--- src/rtl/sphc_pkg.sv ---
package sphc_pkg;

   localparam int TIME_W      = 64;
   localparam int LAT_W       = 32;
   localparam int PERIOD_W    = 32;
   localparam int COUNT_W     = 24;
   localparam int CSR_INDEX_W = 2;
   localparam int CSR_DATA_W  = 32;

   localparam int BIG_INTERVAL_BITS = 40;
   localparam int PROD_W            = 48;
   localparam int SUM_W             = COUNT_W + 2;
   localparam int FRAC_W            = SUM_W + 8;

   localparam logic [PROD_W-1:0] SCALE   = PROD_W'(100);
   localparam logic [PROD_W-1:0] WIN1_LO = PROD_W'(85);
   localparam logic [PROD_W-1:0] WIN1_HI = PROD_W'(115);
   localparam logic [PROD_W-1:0] WIN2_LO = PROD_W'(185);
   localparam logic [PROD_W-1:0] WIN2_HI = PROD_W'(215);
   localparam logic [PROD_W-1:0] WIN3_LO = PROD_W'(285);
   localparam logic [PROD_W-1:0] WIN3_HI = PROD_W'(315);

   localparam logic [FRAC_W-1:0] FRAC_SCALE    = FRAC_W'(100);
   localparam logic [FRAC_W-1:0] FRAC_PERIODIC = FRAC_W'(30);
   localparam logic [FRAC_W-1:0] FRAC_WEAK     = FRAC_W'(15);

   localparam logic [COUNT_W-1:0] MIN_SPIKES = COUNT_W'(10);

   localparam logic [LAT_W-1:0]    THRESHOLD_RESET = LAT_W'(400);
   localparam logic [PERIOD_W-1:0] PERIOD_RESET    = PERIOD_W'(23400);
   localparam logic [COUNT_W-1:0]  LIMIT_RESET     = COUNT_W'(2000000);

   localparam logic [CSR_INDEX_W-1:0] CSR_THRESHOLD = CSR_INDEX_W'(0);
   localparam logic [CSR_INDEX_W-1:0] CSR_PERIOD    = CSR_INDEX_W'(1);
   localparam logic [CSR_INDEX_W-1:0] CSR_LIMIT     = CSR_INDEX_W'(2);

   typedef enum logic [2:0] {
      CLASS_NONE    = 3'd0,
      CLASS_ONE_T   = 3'd1,
      CLASS_TWO_T   = 3'd2,
      CLASS_THREE_T = 3'd3,
      CLASS_OTHER   = 3'd4
   } interval_class_type;

   typedef enum logic [1:0] {
      VERDICT_INSUFFICIENT = 2'd0,
      VERDICT_PERIODIC     = 2'd1,
      VERDICT_WEAK         = 2'd2,
      VERDICT_NONE         = 2'd3
   } verdict_type;

   typedef struct packed {
      logic [COUNT_W-1:0] spikes;
      logic [COUNT_W-1:0] one;
      logic [COUNT_W-1:0] two;
      logic [COUNT_W-1:0] three;
      logic [COUNT_W-1:0] other;
   } counts_type;

endpackage

--- src/rtl/sphc_window.sv ---
module sphc_window (
   input  logic [sphc_pkg::TIME_W-1:0]   interval,
   input  logic [sphc_pkg::PERIOD_W-1:0] period,
   output sphc_pkg::interval_class_type  interval_class
);

   logic                          small_interval;
   logic [sphc_pkg::PROD_W-1:0]   scaled;
   logic [sphc_pkg::PROD_W-1:0]   period_w;
   logic                          in_one;
   logic                          in_two;
   logic                          in_three;

   assign small_interval =
      (interval[sphc_pkg::TIME_W-1:sphc_pkg::BIG_INTERVAL_BITS] == '0);
   assign scaled = sphc_pkg::PROD_W'(interval[sphc_pkg::BIG_INTERVAL_BITS-1:0])
                   * sphc_pkg::SCALE;
   assign period_w = sphc_pkg::PROD_W'(period);

   assign in_one   = (scaled >= period_w * sphc_pkg::WIN1_LO)
                     && (scaled <= period_w * sphc_pkg::WIN1_HI);
   assign in_two   = (scaled >= period_w * sphc_pkg::WIN2_LO)
                     && (scaled <= period_w * sphc_pkg::WIN2_HI);
   assign in_three = (scaled >= period_w * sphc_pkg::WIN3_LO)
                     && (scaled <= period_w * sphc_pkg::WIN3_HI);

   always_comb begin
      if (!small_interval) begin
         interval_class = sphc_pkg::CLASS_OTHER;
      end else if (in_one) begin
         interval_class = sphc_pkg::CLASS_ONE_T;
      end else if (in_two) begin
         interval_class = sphc_pkg::CLASS_TWO_T;
      end else if (in_three) begin
         interval_class = sphc_pkg::CLASS_THREE_T;
      end else begin
         interval_class = sphc_pkg::CLASS_OTHER;
      end
   end

endmodule

--- config.mk ---
export PLATFORM = sky130hd
export DESIGN_NAME = sphc_window
export DESIGN_NICKNAME = d
export VERILOG_FILES = /design/src/rtl/sphc_pkg.sv /design/src/rtl/sphc_window.sv
export SDC_FILE = /design/constraint.sdc
export NUM_CORES = 2
export LEC_CHECK = 0
export ABC_AREA = 1
export BUFFER_PORTS_ARGS = -buffer_cell sky130_fd_sc_hd__buf_2
export CAP_MARGIN = 20
export CORE_ASPECT_RATIO = 0.9
export CORE_MARGIN = 8
export CORE_UTILIZATION = 43
export DETAILED_ROUTE_END_ITERATION = 16
export SLEW_MARGIN = 10
export SYNTH_ARGS = -nofsm -noshare
export SYNTH_HDL_FRONTEND = slang
export SYNTH_SLANG_ARGS = --single-unit
export TNS_END_PERCENT = 5
--- constraint.sdc ---
create_clock -name vclk -period 7.5
set_clock_uncertainty 0.05 [all_clocks]
set_input_delay 1.5 -clock vclk [all_inputs]
set_output_delay 1.5 -clock vclk [all_outputs]
set_load 0.05 [all_outputs]
==> impl_metrics.tcl <==
set metrics [dict create \
    grt_pass1_wl_um 247000 \
    nFlopsAndLatches 0 \
    period_share 1.24 \
    grt_util_all_layers 0.318 \
    routedWlPerCell_um 20.4 \
    wl_um 162000 \
    avgViaCountPerCell 5.08 \
    slew_viol_final 0 \
    io_buffers 99 \
    drc_errors 0 \
    core_area_um2 90600 \
    maxSlewHeadroom 0.270 \
    maxCapViolCount 0 \
    ant_nets 0 \
    violations "negative setup slack" \
    place.gp.congestion 1.03 \
    end_kind "output pin" \
    synthToLayoutAreaGrowth_pct 38.1 \
    regArea_um2 0 \
    antenna_found_initial 3 \
    arrival_ps 7730 \
    synth_top_area_cell "ha_1" \
    die_area_um2 101000 \
    worst_setup_path_start_kind "input pin" \
    synthMostInstantiatedCell "inv_1" \
    synth_cells 5226 \
    drive_gt1_frac 0.277 \
    clock.fmax_ghz 0.108 \
    run_status "complete, but fails checks" \
    rsz0062_at_grt "yes" \
    die_y_um 302 \
    die_w_um 334 \
    finalHoldWorstSlack_ps 3540 \
    synth.cells.most_frequent "inv_1, ha_1, nand2_1, fa_1, a21oi_1" \
    grt_remaining_overflow 0 \
    grt_max_degree 9 \
    nets 8263 \
    initial_core_util 0.432 \
    syn_nets 6711 \
    setup_ws_ps -1780 \
    nClkBuffers 0 \
    min_path_type "in2out" \
    critical-path-top-cell-by-count "buf_4" \
    dr.pass1.iters 5 \
    synth.top_cell.area_share 0.281 \
    syn_area_um2 39100 \
    synth_warnings 0 \
    avgSynthCellArea_um2 7.49 \
    rows 105 \
    detailedPlace.worstSlack_ps -2730 \
    num_vias 40443 \
    setup_viol 3 \
    slowest_delay_ps 590 \
    critPathSlowestCell "fa_2" \
    first_global_vias 40967 \
    ys_top_cells_by_area "ha_1, fa_1, inv_1, nand2_1, a21oi_1" \
    hold_viol_final 0 \
    drt-initial-drc-count 3225 \
    cp_max_fo 7 \
    io_pins 99 \
    worstPathRequired_ps 5950 \
    ys_types 53 \
    yosysSeqAreaShare 0 \
    cts_hold_buffers 0 \
    worstMarginPinSlew_ps 1090 \
    dpl.hpwl_um 149000 \
    worstSetupPathType "in2out" \
    post-route-min-period_ps 9280 \
]
## routing by layer
| metal | vias up | track usage | routed length (um) |
|---|---|---|---|
| met5 | - | 0 | 13 |
| met4 | 2 | 0.114 | 7510 |
| met3 | 240 | 0.0287 | 10100 |
| met2 | 1326 | 0.505 | 69900 |
| met1 | 19231 | 0.451 | 74500 |
| li1 | 19644 | - | - |
## final timing paths
check,slack (ps),cells after the start,from,to
setup / recovery,-1780,31,period[26],interval_class[1]
hold / removal,3540,5,interval[42],interval_class[0]
## worst max-delay path: cells and delay by family
kind,cells,cell delay (ps)
AOI/OAI and AO/OA,6,1040
adders and majority gates,6,2450
xor gates and xnor gates,1,120
buffers and inverters,10,1170
and+or+nand+nor,8,1420
## kinds of logic after synthesis
family / after synthesis / synth area share
compound gates: 769 / 0.112
xor+xnor: 281 / 0.0629
fa+ha+maj: 1389 / 0.542
buf+inv: 1407 / 0.135
simple gates: 1380 / 0.148
## what timing repair did
action | 4_1_cts | 5_1_grt
endpoints found under the setup margin | 3 | 3
buffers inserted | 16 | 4
gates resized for setup | 251 | 15
pin swaps | 84 | 14
## metrics by stage
| step | utilization | cells | instance area, um^2 | TNS (ps) |
|---|---|---|---|---|
| 2_1_floorplan | - | 5226 | 39700 | -1350 |
| 3_3_place_gp | 0.581 | 7934 | 52700 | -8330 |
| 3_5_place_dp | 0.581 | 7934 | 52700 | -8080 |
| 4_1_cts | 0.595 | 7949 | 54000 | -4530 |
| 5_1_grt | 0.596 | 7953 | 54100 | -5750 |
| 6_report | 0.596 | 7954 | 54100 | -5250 |
## final cells by class
type	instances	area (um^2)
Multi-Input combinational cell	3819	35500
Timing Repair Buffer	1553	11800
Tap cell	1177	1470
Inverter	1404	5280
Antenna cell	1	2.50
Fill cell	8498	36600
## layout by cell type (no fill, tap or decap), types with 15 or more instances in the layout
master,Yosys,routed
fa_1,511,497
o211ai_1,17,17
buf_2,0,80
a21oi_2,3,36
ha_1,878,808
o21a_1,21,21
o21bai_1,28,26
buf_12,0,20
nand2_2,21,40
buf_4,0,1428
a21oi_1,389,349
nand3_1,127,118
o21ai_2,9,17
o21ai_0,151,132
xor2_1,141,136
buf_6,0,16
nor2_1,296,282
inv_1,1398,1368
ha_4,0,62
a31oi_1,68,61
nor4_1,30,21
nor2_2,14,26
inv_2,4,32
o21ai_1,13,22
xnor2_1,140,138
nand2_1,779,758
nand4_1,50,50
a21o_1,15,15
nor3_1,31,23
Power is not shown: default switching activity piles up to over one toggle a cycle in this logic, so the estimate is an artifact.
